`config.mk`:
```
export PLATFORM = sky130hd
export DESIGN_NAME = printable_rle_stream_decoder_unit_flat
export DESIGN_NICKNAME = d
export VERILOG_FILES = /design/src/hdl/prsd_pkg.sv /design/src/hdl/prsd_in_if.sv /design/src/hdl/prsd_out_if.sv /design/src/hdl/printable_rle_stream_decoder_unit.sv /design/src/hdl/prsd_regs.sv /design/src/hdl/prsd_dp.sv /design/src/hdl/prsd_ctrl.sv /design/src/flat_wrapper.sv
export SDC_FILE = /design/constraint.sdc
export NUM_CORES = 1
export LEC_CHECK = 0
export BUFFER_PORTS_ARGS = -buffer_cell sky130_fd_sc_hd__buf_2
export CAP_MARGIN = 20
export CORE_UTILIZATION = 40
export DETAILED_ROUTE_END_ITERATION = 16
export PLACE_DENSITY = 0.74
export RECOVER_POWER = 100
export SYNTH_ARGS = -nofsm -noshare
export SYNTH_HDL_FRONTEND = slang
export SYNTH_SLANG_ARGS = --single-unit
```
`constraint.sdc`:
```
create_clock -name i_clk -period 2.7 [get_ports i_clk]
set_input_delay 0.27 -clock i_clk [delete_from_list [all_inputs] [get_ports i_clk]]
set_output_delay 0.27 -clock i_clk [all_outputs]
set_load 0.01 [all_outputs]
```
`src/hdl/prsd_pkg.sv`:
```
// Shared types and constants for the printable RLE stream decoder.
// No dependencies; every other file of the block imports this package.
package prsd_pkg;

    localparam int DATA_W   = 8;
    localparam int CHAR_W   = 7;
    localparam int CNT_W    = 6;
    localparam int NPFX     = 4;
    localparam int PCNT_W   = 3;
    localparam int ADDR_W   = 5;
    localparam int APB_W    = 32;
    localparam int RIDX_W   = 3;

    localparam logic [CHAR_W-1:0] PRINT_LO = 7'h20;
    localparam logic [CHAR_W-1:0] PRINT_HI = 7'h7E;

    // Register indexes, byte address is 4 * index
    localparam logic [RIDX_W-1:0] REG_REPEAT_MARKER = 3'd0;
    localparam logic [RIDX_W-1:0] REG_PREFIX_CHAR_0 = 3'd1;
    localparam logic [RIDX_W-1:0] REG_PREFIX_CHAR_1 = 3'd2;
    localparam logic [RIDX_W-1:0] REG_PREFIX_CHAR_2 = 3'd3;
    localparam logic [RIDX_W-1:0] REG_PREFIX_CHAR_3 = 3'd4;
    localparam logic [RIDX_W-1:0] REG_PREFIX_COUNT  = 3'd5;

    localparam logic [CHAR_W-1:0] RST_REPEAT_MARKER = 7'd126;
    localparam logic [CHAR_W-1:0] RST_PREFIX_CHAR_0 = 7'd32;
    localparam logic [CHAR_W-1:0] RST_PREFIX_CHAR_1 = 7'd33;
    localparam logic [CHAR_W-1:0] RST_PREFIX_CHAR_2 = 7'd34;
    localparam logic [CHAR_W-1:0] RST_PREFIX_CHAR_3 = 7'd35;
    localparam logic [PCNT_W-1:0] RST_PREFIX_COUNT  = 3'd4;

    typedef struct packed {
        logic [CHAR_W-1:0]            repeat_marker;
        logic [NPFX-1:0][CHAR_W-1:0]  prefix_char;
        logic [PCNT_W-1:0]            prefix_count;
    } t_cfg;

    // Controller to datapath
    typedef struct packed {
        logic load;   // input item accepted: decode it
        logic step;   // result item taken: count down the run
    } t_cmd;

    // Datapath to controller
    typedef struct packed {
        logic emit;   // the offered input item starts a run
        logic last;   // the current copy closes the run
    } t_status;

endpackage

```
`src/hdl/prsd_in_if.sv`:
```
// Input channel of the decoder: one raw line byte per item.
// Depends on prsd_pkg.
interface prsd_in_if;
    import prsd_pkg::*;

    logic              valid;
    logic              ready;
    logic [DATA_W-1:0] line_byte;

    modport source (output valid, output line_byte, input ready);
    modport sink   (input valid, input line_byte, output ready);
endinterface

```
`src/hdl/prsd_out_if.sv`:
```
// Output channel of the decoder: one decoded byte and run flag per item.
// Depends on prsd_pkg.
interface prsd_out_if;
    import prsd_pkg::*;

    logic              valid;
    logic              ready;
    logic [DATA_W-1:0] data_byte;
    logic              run_last;

    modport source (output valid, output data_byte, output run_last, input ready);
    modport sink   (input valid, input data_byte, input run_last, output ready);
endinterface

```
`src/hdl/printable_rle_stream_decoder_unit.sv`:
```
// Top level of the printable RLE stream decoder.
// Depends on prsd_pkg, prsd_in_if, prsd_out_if, prsd_regs, prsd_ctrl, prsd_dp.
//
// Usage:
//   i_line  - input item channel (valid/ready), one raw line byte per item.
//             Bit 7 is ignored; bytes outside 0x20..0x7E are swallowed.
//   o_data  - result item channel (valid/ready): decoded byte plus run_last,
//             which is high on the final copy of a run.
//   APB     - six registers at byte addresses 0,4,..,20: repeat marker,
//             prefix characters 0..3, prefix count. pready is always high.
//             Write only while the block is idle.
// Timing:
//   A byte that decodes to data is taken while the block is idle and its
//   first copy shows on o_data the next cycle. A run of N copies (N = 1..63)
//   is paced by the run counter in the datapath, and no new byte is taken
//   until the last copy is gone. Marker, prefix, count and dropped bytes
//   produce no output and leave the input open.
// Reset (synchronous, active low): decoder back to normal mode with no
//   pending prefix or count, registers to their defaults, output empty.
// Stall: while o_data.ready is low the current copy holds steady and the
//   input stays blocked.
module printable_rle_stream_decoder_unit (
    input  logic                        i_clk,
    input  logic                        i_rst_n,
    prsd_in_if.sink                     i_line,
    prsd_out_if.source                  o_data,
    input  logic                        psel,
    input  logic                        penable,
    input  logic                        pwrite,
    input  logic [prsd_pkg::ADDR_W-1:0] paddr,
    input  logic [prsd_pkg::APB_W-1:0]  pwdata,
    output logic [prsd_pkg::APB_W-1:0]  prdata,
    output logic                        pready
);
    import prsd_pkg::*;

    t_cfg    w_cfg;
    t_cmd    w_cmd;
    t_status w_status;

    // Register file
    prsd_regs u_regs (
        .i_clk   (i_clk),
        .i_rst_n (i_rst_n),
        .psel    (psel),
        .penable (penable),
        .pwrite  (pwrite),
        .paddr   (paddr),
        .pwdata  (pwdata),
        .prdata  (prdata),
        .pready  (pready),
        .o_cfg   (w_cfg)
    );

    // Handshake sequencing: idle takes bytes, emit drains the run
    prsd_ctrl u_ctrl (
        .i_clk       (i_clk),
        .i_rst_n     (i_rst_n),
        .i_in_valid  (i_line.valid),
        .o_in_ready  (i_line.ready),
        .o_out_valid (o_data.valid),
        .i_out_ready (o_data.ready),
        .i_status    (w_status),
        .o_cmd       (w_cmd)
    );

    // Decode state, held byte and copy counter
    prsd_dp u_dp (
        .i_clk       (i_clk),
        .i_rst_n     (i_rst_n),
        .i_cfg       (w_cfg),
        .i_cmd       (w_cmd),
        .i_line_byte (i_line.line_byte),
        .o_status    (w_status),
        .o_data_byte (o_data.data_byte),
        .o_run_last  (o_data.run_last)
    );
endmodule

```
`src/hdl/prsd_regs.sv`:
```
// APB-style configuration registers of the decoder.
// Depends on prsd_pkg.
module prsd_regs (
    input  logic                       i_clk,
    input  logic                       i_rst_n,
    input  logic                       psel,
    input  logic                       penable,
    input  logic                       pwrite,
    input  logic [prsd_pkg::ADDR_W-1:0] paddr,
    input  logic [prsd_pkg::APB_W-1:0]  pwdata,
    output logic [prsd_pkg::APB_W-1:0]  prdata,
    output logic                       pready,
    output prsd_pkg::t_cfg             o_cfg
);
    import prsd_pkg::*;

    t_cfg              r_cfg;
    logic [RIDX_W-1:0] w_idx;
    logic              w_wr;

    assign w_idx  = paddr[ADDR_W-1:2];
    assign w_wr   = psel && penable && pwrite;
    assign pready = 1'b1;
    assign o_cfg  = r_cfg;

    always_ff @(posedge i_clk) begin
        if (!i_rst_n) begin
            r_cfg.repeat_marker  <= RST_REPEAT_MARKER;
            r_cfg.prefix_char[0] <= RST_PREFIX_CHAR_0;
            r_cfg.prefix_char[1] <= RST_PREFIX_CHAR_1;
            r_cfg.prefix_char[2] <= RST_PREFIX_CHAR_2;
            r_cfg.prefix_char[3] <= RST_PREFIX_CHAR_3;
            r_cfg.prefix_count   <= RST_PREFIX_COUNT;
        end else if (w_wr) begin
            case (w_idx)
                REG_REPEAT_MARKER: r_cfg.repeat_marker  <= pwdata[CHAR_W-1:0];
                REG_PREFIX_CHAR_0: r_cfg.prefix_char[0] <= pwdata[CHAR_W-1:0];
                REG_PREFIX_CHAR_1: r_cfg.prefix_char[1] <= pwdata[CHAR_W-1:0];
                REG_PREFIX_CHAR_2: r_cfg.prefix_char[2] <= pwdata[CHAR_W-1:0];
                REG_PREFIX_CHAR_3: r_cfg.prefix_char[3] <= pwdata[CHAR_W-1:0];
                REG_PREFIX_COUNT:  r_cfg.prefix_count   <= pwdata[PCNT_W-1:0];
                default: ;  // drop writes beyond the register list
            endcase
        end
    end

    always_comb begin
        prdata = '0;
        case (w_idx)
            REG_REPEAT_MARKER: prdata = APB_W'(r_cfg.repeat_marker);
            REG_PREFIX_CHAR_0: prdata = APB_W'(r_cfg.prefix_char[0]);
            REG_PREFIX_CHAR_1: prdata = APB_W'(r_cfg.prefix_char[1]);
            REG_PREFIX_CHAR_2: prdata = APB_W'(r_cfg.prefix_char[2]);
            REG_PREFIX_CHAR_3: prdata = APB_W'(r_cfg.prefix_char[3]);
            REG_PREFIX_COUNT:  prdata = APB_W'(r_cfg.prefix_count);
            default:           prdata = '0;
        endcase
    end
endmodule

```
`src/hdl/prsd_dp.sv`:
```
// Datapath of the decoder: byte classification, decode state, run counter.
// Depends on prsd_pkg.
module prsd_dp (
    input  logic                        i_clk,
    input  logic                        i_rst_n,
    input  prsd_pkg::t_cfg              i_cfg,
    input  prsd_pkg::t_cmd              i_cmd,
    input  logic [prsd_pkg::DATA_W-1:0] i_line_byte,
    output prsd_pkg::t_status           o_status,
    output logic [prsd_pkg::DATA_W-1:0] o_data_byte,
    output logic                        o_run_last
);
    import prsd_pkg::*;

    localparam logic [1:0] MODE_NORMAL = 2'd0;
    localparam logic [1:0] MODE_PREFIX = 2'd1;
    localparam logic [1:0] MODE_COUNT  = 2'd2;

    logic [1:0]        r_mode, n_mode;
    logic [1:0]        r_top, n_top;
    logic [CNT_W-1:0]  r_rcnt, n_rcnt;
    logic [CNT_W-1:0]  r_left, n_left;
    logic [DATA_W-1:0] r_data, n_data;

    logic [CHAR_W-1:0] w_c;
    logic              w_print;
    logic [PCNT_W-1:0] w_lim;
    logic              w_hit;
    logic [1:0]        w_idx;
    logic              w_emit;
    logic [DATA_W-1:0] w_data;

    assign w_c     = i_line_byte[CHAR_W-1:0];
    assign w_print = (w_c >= PRINT_LO) && (w_c <= PRINT_HI);
    assign w_lim   = (i_cfg.prefix_count > PCNT_W'(NPFX)) ? PCNT_W'(NPFX)
                                                          : i_cfg.prefix_count;

    // Lowest matching prefix index wins: scan from the top down
    always_comb begin
        w_hit = 1'b0;
        w_idx = '0;
        for (int k = NPFX - 1; k >= 0; k--) begin
            if ((PCNT_W'(k) < w_lim) && (w_c == i_cfg.prefix_char[k])) begin
                w_hit = 1'b1;
                w_idx = 2'(k);
            end
        end
    end

    // Classify the offered byte against the current mode
    always_comb begin
        n_mode = r_mode;
        n_top  = r_top;
        n_rcnt = r_rcnt;
        w_emit = 1'b0;
        w_data = {1'b0, w_c};
        if (w_print) begin
            n_mode = MODE_NORMAL;
            case (r_mode)
                MODE_PREFIX: begin
                    w_data = {r_top, w_c[CNT_W-1:0]};
                    w_emit = 1'b1;
                end
                MODE_COUNT: begin
                    n_rcnt = w_c[CNT_W-1:0];
                end
                default: begin
                    if (w_c == i_cfg.repeat_marker) begin
                        n_mode = MODE_COUNT;
                    end else if (w_hit) begin
                        n_top  = w_idx;
                        n_mode = MODE_PREFIX;
                    end else begin
                        w_emit = 1'b1;
                    end
                end
            endcase
            if (w_emit) begin
                n_rcnt = '0;
            end
        end
    end

    // Run length and decoded byte for the output stage
    always_comb begin
        n_left = r_left;
        n_data = r_data;
        if (i_cmd.load && w_emit) begin
            n_data = w_data;
            n_left = (r_rcnt == '0) ? CNT_W'(1) : r_rcnt;
        end else if (i_cmd.step) begin
            n_left = r_left - CNT_W'(1);
        end
    end

    always_ff @(posedge i_clk) begin
        if (!i_rst_n) begin
            r_mode <= MODE_NORMAL;
            r_top  <= '0;
            r_rcnt <= '0;
        end else if (i_cmd.load) begin
            r_mode <= n_mode;
            r_top  <= n_top;
            r_rcnt <= n_rcnt;
        end
    end

    always_ff @(posedge i_clk) begin
        r_left <= n_left;
        r_data <= n_data;
    end

    assign o_status.emit = w_emit;
    assign o_status.last = (r_left == CNT_W'(1));
    assign o_data_byte   = r_data;
    assign o_run_last    = o_status.last;
endmodule

```
`src/hdl/prsd_ctrl.sv`:
```
// Controller of the decoder: takes bytes while idle, emits a run's copies.
// Depends on prsd_pkg.
module prsd_ctrl (
    input  logic                 i_clk,
    input  logic                 i_rst_n,
    input  logic                 i_in_valid,
    output logic                 o_in_ready,
    output logic                 o_out_valid,
    input  logic                 i_out_ready,
    input  prsd_pkg::t_status    i_status,
    output prsd_pkg::t_cmd       o_cmd
);
    import prsd_pkg::*;

    typedef enum logic [1:0] {
        S_IDLE = 2'b01,
        S_EMIT = 2'b10
    } t_state;

    t_state r_state, n_state;
    logic   w_in_acc;
    logic   w_out_acc;

    assign o_in_ready  = (r_state == S_IDLE);
    assign o_out_valid = (r_state == S_EMIT);
    assign w_in_acc    = i_in_valid && o_in_ready;
    assign w_out_acc   = o_out_valid && i_out_ready;
    assign o_cmd.load  = w_in_acc;
    assign o_cmd.step  = w_out_acc;

    always_comb begin
        n_state = r_state;
        case (r_state)
            S_IDLE: begin
                if (w_in_acc && i_status.emit) begin
                    n_state = S_EMIT;
                end
            end
            S_EMIT: begin
                if (w_out_acc && i_status.last) begin
                    n_state = S_IDLE;
                end
            end
            default: n_state = S_IDLE;
        endcase
    end

    always_ff @(posedge i_clk) begin
        if (!i_rst_n) begin
            r_state <= S_IDLE;
        end else begin
            r_state <= n_state;
        end
    end
endmodule

```
`src/flat_wrapper.sv`:
```
// flat-port wrapper written by rule: the top's interface ports become plain ports
module printable_rle_stream_decoder_unit_flat import prsd_pkg::*;
  (i_clk, i_rst_n, psel, penable, pwrite, paddr, pwdata, prdata, pready, i_line_valid, i_line_line_byte, i_line_ready, o_data_valid, o_data_data_byte, o_data_run_last, o_data_ready);
  prsd_in_if i_line_i ();
  prsd_out_if o_data_i ();
  input  logic i_clk;
  input  logic i_rst_n;
  input  logic psel;
  input  logic penable;
  input  logic pwrite;
  input  logic [prsd_pkg::ADDR_W-1:0] paddr;
  input  logic [prsd_pkg::APB_W-1:0] pwdata;
  output logic [prsd_pkg::APB_W-1:0] prdata;
  output logic pready;
  input wire logic [$bits(i_line_i.valid)-1:0] i_line_valid;
  input wire logic [$bits(i_line_i.line_byte)-1:0] i_line_line_byte;
  output wire logic [$bits(i_line_i.ready)-1:0] i_line_ready;
  output wire logic [$bits(o_data_i.valid)-1:0] o_data_valid;
  output wire logic [$bits(o_data_i.data_byte)-1:0] o_data_data_byte;
  output wire logic [$bits(o_data_i.run_last)-1:0] o_data_run_last;
  input wire logic [$bits(o_data_i.ready)-1:0] o_data_ready;
  assign i_line_i.valid = i_line_valid;
  assign i_line_i.line_byte = i_line_line_byte;
  assign i_line_ready = i_line_i.ready;
  assign o_data_valid = o_data_i.valid;
  assign o_data_data_byte = o_data_i.data_byte;
  assign o_data_run_last = o_data_i.run_last;
  assign o_data_i.ready = o_data_ready;
  printable_rle_stream_decoder_unit u_core (.i_clk(i_clk), .i_rst_n(i_rst_n), .i_line(i_line_i), .o_data(o_data_i), .psel(psel), .penable(penable), .pwrite(pwrite), .paddr(paddr), .pwdata(pwdata), .prdata(prdata), .pready(pready));
endmodule
```
## Word-level counts from Yosys, hierarchy flattened

Cells that the tools add are included.

| cells by class | value |
|---|---|
| $add $sub $neg | 1 |
| order comparisons | 7 |
| equality and inequality tests | 17 |
| muxes and demuxes | 28 |
| bitwise operators | 2 |
| reductions and logical operators | 27 |

Operator list:

| cell | count |
|---|---|
| 7-bit case mux with 6 select lines | 1 |
| 7-bit == test | 5 |
| 6-bit two-way mux | 5 |
| 2-bit AND reduction | 9 |
| 2-bit two-way mux | 8 |
| 7-bit two-way mux | 2 |
| 1-bit logical AND | 11 |
| 1-bit two-way mux | 9 |
| 7-bit by 6-bit >= comparator with 1-bit output, second input constant | 1 |
| 7-bit <= comparator, second input constant | 1 |
| 3-bit by 2-bit == test with 1-bit output, second input constant | 2 |
| 3-bit == test, second input constant | 2 |
| 6-bit by 1-bit == test with 1-bit output, second input constant | 1 |
| 6-bit logical NOT | 1 |
| 1-bit by 3-bit < comparator with 1-bit output, first input constant | 2 |
| 2-bit by 3-bit < comparator with 1-bit output, first input constant | 2 |
| 6-bit by 1-bit subtractor with 6-bit output, second input constant | 1 |
| 5-bit AND reduction | 1 |
| 2-bit by 1-bit == test with 1-bit output, second input constant | 2 |
| 2-bit == test, second input constant | 2 |
| 2-bit by 1-bit != test with 1-bit output, second input constant | 2 |
| 2-bit case mux with 2 select lines | 1 |
| 2-bit nonzero test | 2 |
| 3-bit by 1-bit == test with 1-bit output, second input constant | 1 |
| other kinds (7) | 8 |

| word-level totals | value |
|---|---|
| bits in registers | 64 |
| bits of input ports | 52 |
| output and inout bits | 44 |
| word-level logic and storage cells | 95 |

## Logic depth before layout (Yosys ltp)

Gate-level depths: netlist (run 1).

| depth | value |
|---|---|
| word-level depth | 16 |
| gate-level depth with buffers | 8 |

## Cells and area by module

A second synthesis (run 1) with hierarchy kept.

| unflattened totals | value |
|---|---|
| cell total of the unflattened synthesis | 425 |
| area total of the unflattened synthesis | 3,970.1 um^2 |

By module, submodules not included:

| module | instances | cells each | area an instance (um^2) | seq. area each (um^2) |
|---|---|---|---|---|
| prsd_regs | 1 | 220 | 2,060.7 | 760.7 |
| prsd_dp | 1 | 193 | 1,789.2 | 620.6 |
| prsd_ctrl | 1 | 12 | 120.1 | 40.0 |

## Worst setup path before layout (run 1)

No wires, ideal clock.

| path | value |
|---|---|
| kind | flip-flop to flip-flop |
| from | register u_core.u_regs.r_cfg, in the netlist u_core.u_regs.o_cfg[2] |
| to | register u_core.u_dp.r_left[0], enable pin |
| data arrival time | 1,973 ps |
| required time | 2,323 ps |
| path slack | 350 ps |
| cell stages (with the launch flop) | 6 |
| path buffers | 0 |
| cell sequence | dfxtp_1 > o311ai_2 > nor3_2 > nor4_2 > a21oi_1 > o21ai_0 |

| between the ends | value |
|---|---|
| longest elaborated chain between the ends | 15 |
| elaborated cells between the ends (all ways) | 21 |

RTL lines:

| element | RTL line | text |
|---|---|---|
| start, declared | prsd_regs.sv:17 | `t_cfg r_cfg;` |
| 3-bit > comparator | prsd_dp.sv:35 | `assign w_lim = (i_cfg.prefix_count > PCNT_W'(NPFX)) ? PCNT_W'(NPFX)` |
| 3-bit two-way mux (*) | prsd_dp.sv:35 |  |
| 2-bit by 3-bit < comparator with 1-bit output | prsd_dp.sv:43 | `if ((PCNT_W'(k) < w_lim) && (w_c == i_cfg.prefix_char[k])) begin` |
| 1-bit logical AND | prsd_dp.sv:43 |  |
| 1-bit two-way mux (3 in a row) | prsd_dp.sv:43 |  |
| 1-bit two-way mux (*) | prsd_dp.sv:43 |  |
| 1-bit two-way mux (*) | prsd_dp.sv:70 | `end else if (w_hit) begin` |
| 1-bit two-way mux (*) | prsd_dp.sv:68 | `if (w_c == i_cfg.repeat_marker) begin` |
| 1-bit case mux with 2 select lines (*) | prsd_dp.sv:59 | `case (r_mode)` |
| 1-bit two-way mux (*) (2 in a row) | prsd_dp.sv:57 | `if (w_print) begin` |
| 1-bit logical AND (*) | prsd_dp.sv:88 | `if (i_cmd.load && w_emit) begin` |
| 2-bit nonzero test (no line) (*) | n/a |  |
| end signal, assigned | prsd_dp.sv:109 | `r_left <= n_left;` |
| end, declared | prsd_dp.sv:22 | `logic [CNT_W-1:0] r_left, n_left;` |

Mark *: on every way between the ends. The rest lies on a longest branch, timed or not. The select of a mux whose other input is x is not followed.
A chain may end at the register's enable or synchronous reset.

## Worst setup path after layout (run 1)

| path | value |
|---|---|
| from | input port i_line_line_byte[5] |
| to | register u_core.u_dp.r_rcnt[2] |

| between the ends | value |
|---|---|
| longest elaborated chain between the ends | 12 |
| elaborated cells between the ends (all ways) | 23 |

RTL lines:

| element | RTL line | text |
|---|---|---|
| start, declared | flat_wrapper.sv:16 | `input wire logic [$bits(i_line_i.line_byte)-1:0] i_line_line_byte;` |
| 7-bit == test | prsd_dp.sv:43 |  |
| 1-bit logical AND | prsd_dp.sv:43 |  |
| 1-bit two-way mux (4 in a row) | prsd_dp.sv:43 |  |
| 1-bit two-way mux | prsd_dp.sv:70 |  |
| 1-bit two-way mux | prsd_dp.sv:68 |  |
| 1-bit case mux with 2 select lines | prsd_dp.sv:59 |  |
| 1-bit two-way mux | prsd_dp.sv:57 |  |
| 2-bit nonzero test (no line) | n/a |  |
| 3-bit AND reduction (no line) | n/a |  |
| end signal, assigned | prsd_dp.sv:104 | `r_rcnt <= n_rcnt;` |
| end, declared | prsd_dp.sv:21 | `logic [CNT_W-1:0] r_rcnt, n_rcnt;` |

Parallel ways exist; a longest one is shown, timed or not. The select of a mux whose other input is x is not followed.

==> flow_summary.yaml, run 1 <==
status:
  status: "completed"
clock_tree:
  cts_buffers: 9
  cts_resized: 0
  clkTransAtPathRegs_ps: 70
  clk-insertion-delay-late_ps: 340
  clock_sinks: 64
  clockBufferDepth: 2
  cts_setup_buffers: 0
  holdBufCountCts: 0
  h-tree-depth: 3
  cts_root_buffer: "clkbuf_8"
  cts_tree: "built"
grt:
  grt_overflow: 0
  grt.met2_usage_pct: 31.3
  grt_pass1_vias: 2967
  grtUsageTotal_pct: 18.1
  antenna_found_initial: 0
  grtUsageMet3_pct: 3.65
  grt_first_pass_wirelength_mm: 14.1
  grt_busiest_layer: "met2"
  use_met1_pct: 22.0
  grt_start_max_net_pins: 27
setup_path:
  path_class: "input port to register"
  timing.rr.start: "u_core.u_regs.o_cfg[15]"
  reg2reg_to: "u_core.u_dp.r_rcnt[2]"
  end_kind: "register"
  path_cells: "clkbuf_1, xnor2_1, nand4_1, nor4_1, nor4_2, clkbuf_2, a211oi_2, a32o_1"
  reg2reg_setup_slack_ps: 340
  slowest_stage: "nor4_1"
  crit_fanout: 10
  critical_path_required_ps: 2980
  cp.arrival_ps: 2690
  cpPeakStageDelay_ps: 650
  startpoint_type: "input port"
  rr_worst_depth: 7
floorplan:
  start_util_pct: 41.2
  io_pins: 96
  die_w_um: 99.6
  rows: 35
  die_height_um: 99.6
  dieArea_mm2: 0.00991
  fp.coreArea_mm2: 0.00924
placed_design:
  placedCellCount: 561
  dpl_cell_area_mm2: 0.00393
  io_buffers: 41
  hpwl_mm: 6.52
  gp_congestion: 0.858
sta:
  fin_worst_skew_ps: 7.98
  min_period_ps: 2410
  period_share_pct: 89.1
  holdWs_ps: 222
  setup_viol: 0
  slew_headroom_pct: 25.1
  rsz0062_at_grt: "false"
  drv_slew: 0
  worst_slew_pin_slew_ps: 1120
  fmax_ghz: 0.415
  hold_viol: 0
  fin_setup_tns_ps: 0
synth:
  synth_area_mm2: 0.00381
  avgSynthCellArea_um2: 9.15
  ys_seq_elements: 64
  yosysTopAreaCellShare_pct: 26.3
  yosysSeqAreaShare_pct: 37.3
  async_flop_share_pct: 0
  syn_inst: 416
  synthFlopType: "dfxtp_1"
  synth-edff-count: 14
  ys_types: 57
  ys_top_cells_by_area: "dfxtp_1 26%, edfxtp_1 11%, mux2i_1 9.7%"
  yosysWarnings: 0
  synth_area_leader_cell: "dfxtp_1"
flow_run:
  max-cap-violations: 0
detailed_routing:
  drt_iter0_markers: 180
  drt_wl_total_mm: 8.56
  num_vias: 3006
  wl_per_cell_um: 14.8
  first_pass_iters: 4
  viasPerCell: 5.21
  drc: 0
  drtAntennaViolNets: 0
pwr:
  power_density_mw_per_mm2: 519
  irDropWorstVdd_uv: 250
  p_leak_nw: 1.47
hold_path:
  hold_start: "pwdata[6]"
  hp-class: "input port to register"
  hold_path_depth: 3
  min_to: "u_core.u_regs.o_cfg[37]"
final_layout:
  drive_gt1_share_pct: 10.9
  utilization_pct: 43.7
  num-nets-final: 499
  area_growth_syn_to_layout_pct: 6.15
  diodes: 0
  fin_area_mm2: 0.00404
  fin_cells: 577
[sequential cells by signal (all words and copies together) (netlist names)]
register,cells
u_core.u_dp.o_data_byte,8
u_core.u_dp.r_top,2
u_core.u_regs.o_cfg,38
u_core.u_dp.r_left,6
u_core.u_ctrl.r_state,2
u_core.u_dp.r_rcnt,6
u_core.u_dp.r_mode,2
[power by group]
group,leakage [nW],internal [W],switching (W)
logic,0.842,0.000106,0.000191
clock network,0.0922,0.000418,0.000354
registers,0.537,0.00101,0.0000175
[cells in the mapped netlist (9+ instances only)]
| cell type | number |
|---|---|
| clkbuf_1 | 16 |
| nor3_1 | 9 |
| dfxtp_1 | 50 |
| a21oi_1 | 12 |
| nand3_1 | 13 |
| xnor2_1 | 34 |
| nand2_1 | 44 |
| nor2_1 | 44 |
| buf_4 | 27 |
| mux2i_1 | 37 |
| edfxtp_1 | 14 |
[how the worst max path moves through the flow]
stage / from / to / slack (ps) / cells after the start
after floorplan: u_core.u_regs.o_cfg[2] / u_core.u_dp.r_left[0] / 350 / 5
after CTS: u_core.u_regs.o_cfg[2] / u_core.u_dp.r_left[0] / 350 / 5
after detailed placement: i_line_line_byte[5] / u_core.u_dp.r_left[2] / 280 / 7
final: i_line_line_byte[5] / u_core.u_dp.r_rcnt[2] / 290 / 8
after global placement: i_line_line_byte[5] / u_core.u_dp.r_left[3] / 350 / 7
after global routing: i_line_line_byte[5] / u_core.u_dp.r_left[0] / 70 / 7
[stage by stage]
stage / total power (W) / setup WS [ps]
2_1_floorplan: 0.00131 / 350
3_3_place_gp: 0.00134 / 345
3_5_place_dp: 0.00135 / 285
4_1_cts: 0.00212 / 350
5_1_grt: 0.00219 / 68.2
6_report: 0.00210 / 293
[layout by cell type (no fill, tap or decap), types with 9 or more instances in the layout]
master	instances
edfxtp_1	14
clkbuf_8	9
nor3_1	10
xnor2_1	34
buf_2	16
clkbuf_1	31
a21oi_1	12
conb_1	26
nor2_1	44
nand2_1	44
dfxtp_1	50
mux2i_1	37
nand3_1	13
[critical path, delay by kind of cell]
kind / cells / cell delay, ps
compound gates: 2 / 640
simple gates: 3 / 900
xor+xnor: 1 / 210
buf+inv: 2 / 660
[routing by layer]
metal,up-vias,part of all wire (%)
met1,1436,44
met3,14,5.2
met4,0,1.5
li1,1461,-
met2,95,50
met5,-,0
[cells by family after synthesis]
group	after synthesis	synth area share (%)
adder cells (fa/ha/maj)	4	1.31
flip-flops	64	37.3
AND/OR/NAND/NOR	144	18.3
AO/OA/AOI/OAI	59	11.7
multiplexers	41	11.2
other	2	0.197
XOR/XNOR	39	8.97
buffers and inverters	63	11.0
[layout make-up]
| type | instances | area [um2] |
|---|---|---|
| fillers | 937 | 5200 |
| multi-input cells | 313 | 2040 |
| flip-flops and latches | 64 | 1420 |
| repair buffers | 48 | 209 |
| well taps | 129 | 161 |
| clock buffers | 11 | 131 |
| clock inverters | 5 | 47.5 |
| inverters | 7 | 26.3 |
(Power assumes the default switching activity.)
==> run 2, diff against run 1 <==
CORE_MARGIN = 8   (was not set)
CORE_UTILIZATION = 54   (was 40)
PLACE_DENSITY = 0.92   (was 0.74)
==> run 2 against run 1 <==
  * Die area grew 0.83%
  * Fmax fell by 3.3%
  * Setup slack worse by 82 ps
  * Critical endpoint is now u_core.u_dp.o_data_byte[1]
  * Utilization increased by 16 points
  * Clock skew about the same
  * Critical path depth fell by 3
  * Combinational power increased by 5%
  * Cell count fell by 4.7%
  * Sequential share of layout area down 0.37 points
==> flow_summary.yaml, run 2 (synthesis gave the netlist of run 1 again) <==
clock_tree:
  holdBufCountCts: 0
  cts_buffers: 9
  clk-insertion-delay-late_ps: 340
  cts_tree: "built"
  h-tree-depth: 3
  cts_root_buffer: "clkbuf_8"
  clock_sinks: 64
  clkTransAtPathRegs_ps: 70
  clockBufferDepth: 2
grt:
  antenna_found_initial: 0
  grtUsageMet3_pct: 5.67
  grt_first_pass_wirelength_mm: 15.1
  grt_busiest_layer: "met2"
  grt.met2_usage_pct: 33.1
  grt_overflow: 0
  grtUsageTotal_pct: 19.1
  grt_start_max_net_pins: 27
  grt_pass1_vias: 3163
  use_met1_pct: 20.1
floorplan:
  dieArea_mm2: 0.00999
  rows: 30
  die_w_um: 100
  fp.coreArea_mm2: 0.00679
  io_pins: 96
  die_height_um: 100
  start_util_pct: 56.0
final_layout:
  ff_latch_area_mm2: 0.00142
  drive_gt1_share_pct: 12.1
  num-nets-final: 505
  fin_cells: 550
  nFillCells: 615
  final_cell_mix: "50 x dfxtp_1, 44 x nand2_1, 44 x nor2_1"
  diodes: 0
  largest_reg_flops: 38
  fin_area_mm2: 0.00408
  multiInputGateArea_mm2: 0.00206
  final_common_cell: "dfxtp_1"
  area_growth_syn_to_layout_pct: 7.26
setup_path:
  cpPeakStageDelay_ps: 580
  path_class: "register to register"
  worst_path_dominant_cell_family: "simple AND/OR/NAND/NOR gates"
  startpoint_type: "register"
  slowest_stage: "nor4_4"
  path_cells: "o311ai_2, nor3_2, nor4_4, a21oi_1, nor2_1"
  end_kind: "register"
  crit_fanout: 9
  cp.arrival_ps: 2460
  path_buf_inv: 0
  critical_path_required_ps: 2680
placed_design:
  gp_congestion: 0.907
  dpl_cell_area_mm2: 0.00393
  io_buffers: 41
  placedCellCount: 534
  hpwl_mm: 7.22
sta:
  rsz0062_at_grt: "false"
  fmax_ghz: 0.402
  drv_slew: 0
  hold_viol: 0
  period_share_pct: 92.2
  slew_headroom_pct: 16.4
  fin_worst_skew_ps: 7.83
  min_period_ps: 2490
  worst_slew_pin_slew_ps: 1240
  setup_viol: 0
detailed_routing:
  first_pass_iters: 6
  viasPerCell: 5.81
  drc: 0
  drt_iter0_markers: 276
  drtAntennaViolNets: 0
  drt_wl_total_mm: 9.49
  num_vias: 3194
  wl_per_cell_um: 17.2
pwr:
  pwr-share-seq_pct: 46.1
  switching_share_pct: 25.4
  irDropWorstVdd_uv: 408
  combinationalPowerShare_pct: 14.0
  internal_power_w: 0.00167
  power_density_mw_per_mm2: 548
  clkPwrFrac_pct: 39.9
  power.switching_w: 0.000569
  p_leak_nw: 1.51
flow_run:
  max-cap-violations: 0
hold_path:
  hp-class: "input port to register"
status:
  status: "completed"
==> run 2: cell count changes in the layout (fill, tap and decap cells not counted) <==
cell,delta
o21ai_0,-1
clkbuf_2,-1
nor3_1,-1
clkinv_2,-1
bufinv_16,+1
nor4_4,+1
o21ai_1,+1
clkbuf_8,+1
clkbuf_1,+3
buf_2,+2
buf_4,+3
nor4_2,-1
clkinv_1,-2
nor3_2,+1
==> run 2: path summary, 6_finish.rpt <==
check,to,cells past startpoint,start,slack (ps)
worst min register to register,u_core.u_dp.r_mode[1],2,u_core.u_dp.r_mode[1],480
worst max-delay path,u_core.u_dp.o_data_byte[1],5,u_core.u_regs.o_cfg[2],210
worst min-delay path,u_core.u_regs.o_cfg[22],3,pwdata[5],220
worst max register to register,u_core.u_dp.o_data_byte[1],5,u_core.u_regs.o_cfg[2],210
==> run 2: worst min-delay path, cell delays in order <==
cell     delay (ps)
buf_2           130
mux2i_1          80
nand2_1          60
==> run 2: power by group through the flow <==
stage	Combinational (W)	Sequential (W)	Clock, W
global route	0.000341	0.00103	0.000953
finish	0.000313	0.00103	0.000893
floorplan	0.000254	0.00105	0
detailed placement	0.000313	0.00105	0
global placement	0.000298	0.00105	0
CTS	0.000315	0.00103	0.000909
==> run 2: layout make-up <==
type | instances | share of cell area, %
clock buffers | 13 | 3.65
well taps | 96 | 2.94
multi-input cells | 313 | 50.4
flip-flops and latches | 64 | 34.8
clock inverters | 3 | 1.59
repair buffers | 54 | 5.97
inverters | 7 | 0.643
==> run 2: per-layer routing <==
layer | wire length [um] | up-vias
met3 | 792 | 46
met4 | 388 | 0
met2 | 4650 | 167
met5 | 0 | -
li1 | - | 1473
met1 | 3650 | 1508
==> run 2: timing repair <==
item | in CTS | in global routing
setup endpoints to repair | 14 | 0
resized for setup | 2 | 0
setup buffers | 0 | 0
==> run 2: stage by stage <==
| stage | utilization, % | hold WS [ps] | setup WS [ps] | setup TNS (ps) | power (W) |
|---|---|---|---|---|---|
| 4_1_cts | 61.2 | 207 | 216 | 0 | 0.00225 |
| 2_1_floorplan | - | 369 | 350 | 0 | 0.00131 |
| 3_3_place_gp | 57.9 | 462 | -0.411 | -1.94 | 0.00135 |
| 6_report | 60.1 | 224 | 211 | 0 | 0.00224 |
| 5_1_grt | 60.1 | 217 | 33.0 | 0 | 0.00233 |
| 3_5_place_dp | 57.9 | 481 | -156 | -1090 | 0.00136 |
==> run 3, diff against run 2 <==
==> constraint.sdc (replaced) <==
create_clock -name i_clk -period 2.48 [get_ports i_clk]
set_input_delay 0.248 -clock i_clk [delete_from_list [all_inputs] [get_ports i_clk]]
set_output_delay 0.248 -clock i_clk [all_outputs]
set_load 0.05 [all_outputs]
==> run 3 against run 2 <==
  * Sequential power up 9%
  * Critical endpoint is now prdata[5]
  * Combinational power up 47%
  * Routed wire length down 2.7%
  * Die area unchanged
  * Critical path depth unchanged
  * Via count down 3.2%
  * Sequential share of layout area up 0.29 points
  * Design area down 0.83%
  * Sequential cell count unchanged
==> flow_summary.yaml, run 3 (synthesis gave the netlist of run 1 again) <==
detailed_routing:
  viasPerCell: 5.62
  drtAntennaViolNets: 0
  first_pass_iters: 4
  num_vias: 3093
  drt_iter0_markers: 206
  drt_wl_total_mm: 9.23
  wl_per_cell_um: 16.8
  drc: 0
grt:
  grt_first_pass_wirelength_mm: 14.9
  antenna_found_initial: 0
  grt_overflow: 0
  grt_pass1_vias: 3124
  grt_start_max_net_pins: 27
  grtUsageTotal_pct: 18.8
final_layout:
  utilization_pct: 59.6
  num-nets-final: 505
  diodes: 0
  largest_reg_flops: 38
  nFillCells: 611
  final_common_cell: "dfxtp_1"
  drive_gt1_share_pct: 14.8
  final_cell_mix: "50 x dfxtp_1, 44 x nand2_1, 44 x nor2_1"
  multiInputGateArea_mm2: 0.00206
  ff_latch_area_mm2: 0.00142
  fin_area_mm2: 0.00405
  area_growth_syn_to_layout_pct: 6.38
sta:
  period_share_pct: 93.8
  setup_viol: 0
  rsz0062_at_grt: "false"
  hold_viol: 0
  min_period_ps: 2330
  fin_worst_skew_ps: 7.84
  drv_slew: 0
  holdWs_ps: 192
  slew_headroom_pct: 27.6
  fin_setup_tns_ps: 0
  fmax_ghz: 0.430
  worst_slew_pin_slew_ps: 1090
setup_path:
  cpPeakStageDelay_ps: 780
  path_class: "input port to primary output"
  startpoint_type: "input port"
  critical_path_required_ps: 2230
  critical_path.startpoint: "paddr[2]"
  timing.rr.start: "u_core.u_regs.o_cfg[2]"
  crit_fanout: 26
  slowest_stage: "clkbuf_1"
  cp.arrival_ps: 2080
  path_cells: "clkbuf_1, mux4_2, inv_1, o32ai_1, clkbuf_2"
  end_kind: "primary output"
floorplan:
  fp.coreArea_mm2: 0.00679
  die_height_um: 100
  start_util_pct: 56.0
  dieArea_mm2: 0.00999
  die_w_um: 100
  rows: 30
  io_pins: 96
placed_design:
  gp_congestion: 0.936
  io_buffers: 41
  hpwl_mm: 6.90
  dpl_cell_area_mm2: 0.00394
clock_tree:
  clkTransAtPathRegs_ps: 70
  clk-insertion-delay-late_ps: 350
  cts_setup_buffers: 0
  cts_buffers: 9
  clock_sinks: 64
  holdBufCountCts: 0
  clockBufferDepth: 2
  cts_tree: "built"
  cts_root_buffer: "clkbuf_8"
  h-tree-depth: 3
hold_path:
  hp-class: "input port to register"
  hold_start: "pwdata[0]"
status:
  status: "completed"
flow_run:
  max-cap-violations: 0
pwr:
  power_density_mw_per_mm2: 586
  p_leak_nw: 1.52
  irDropWorstVdd_uv: 479
## run 3: cell type report
type / instances / share of cell area [%]
inverter: 7 / 0.649
sequential: 64 / 35.1
clock buffer: 10 / 3.40
timing repair buffer: 54 / 6.24
tap: 96 / 2.97
multi-input combinational: 313 / 50.8
clock inverter: 6 / 0.865
## run 3: per-layer routing
metal  GRT usage (%)  wire [um]  vias up
met5               0          0        -
met4            9.30        309        0
met3            6.30        700       29
met2            32.1       4480      134
met1            20.3       3730     1451
li1                -          -     1479
## run 3: path summary, 6_finish.rpt
kind	endpoint	slack [ps]	cells after the start
max	prdata[5]	150	5
max reg2reg	u_core.u_dp.o_data_byte[6]	230	5
min	u_core.u_regs.o_cfg[31]	190	3
min reg2reg	u_core.u_dp.r_mode[1]	490	2
## run 3: critical path, delay by kind of cell
family                 cells  cell delay (ps)
multiplexers               1              610
AO/OA/AOI/OAI              1               80
buffers and inverters      3             1130
## run 3: power breakdown
group          internal [W]  leakage [nW]  switching [W]
clock network      0.000382        0.0878       0.000412
registers           0.00110         0.537      0.0000196
logic              0.000120         0.893       0.000340
total               0.00160          1.52       0.000771
## run 3: repair_timing
action,in CTS,in global routing
endpoints found under the hold margin,0,0
gates resized for setup,0,1
setup endpoints to repair,0,6
## run 3: per-stage QoR
| stage | power (W) | setup slack, ps | cells |
|---|---|---|---|
| after detailed placement | 0.00160 | 46.1 | 534 |
| after floorplan | 0.00155 | 70.8 | 440 |
| after global placement | 0.00159 | 179 | 534 |
| after global routing | 0.00246 | 19.8 | 550 |
| final | 0.00237 | 153 | 550 |
| after CTS | 0.00239 | 77.9 | 550 |
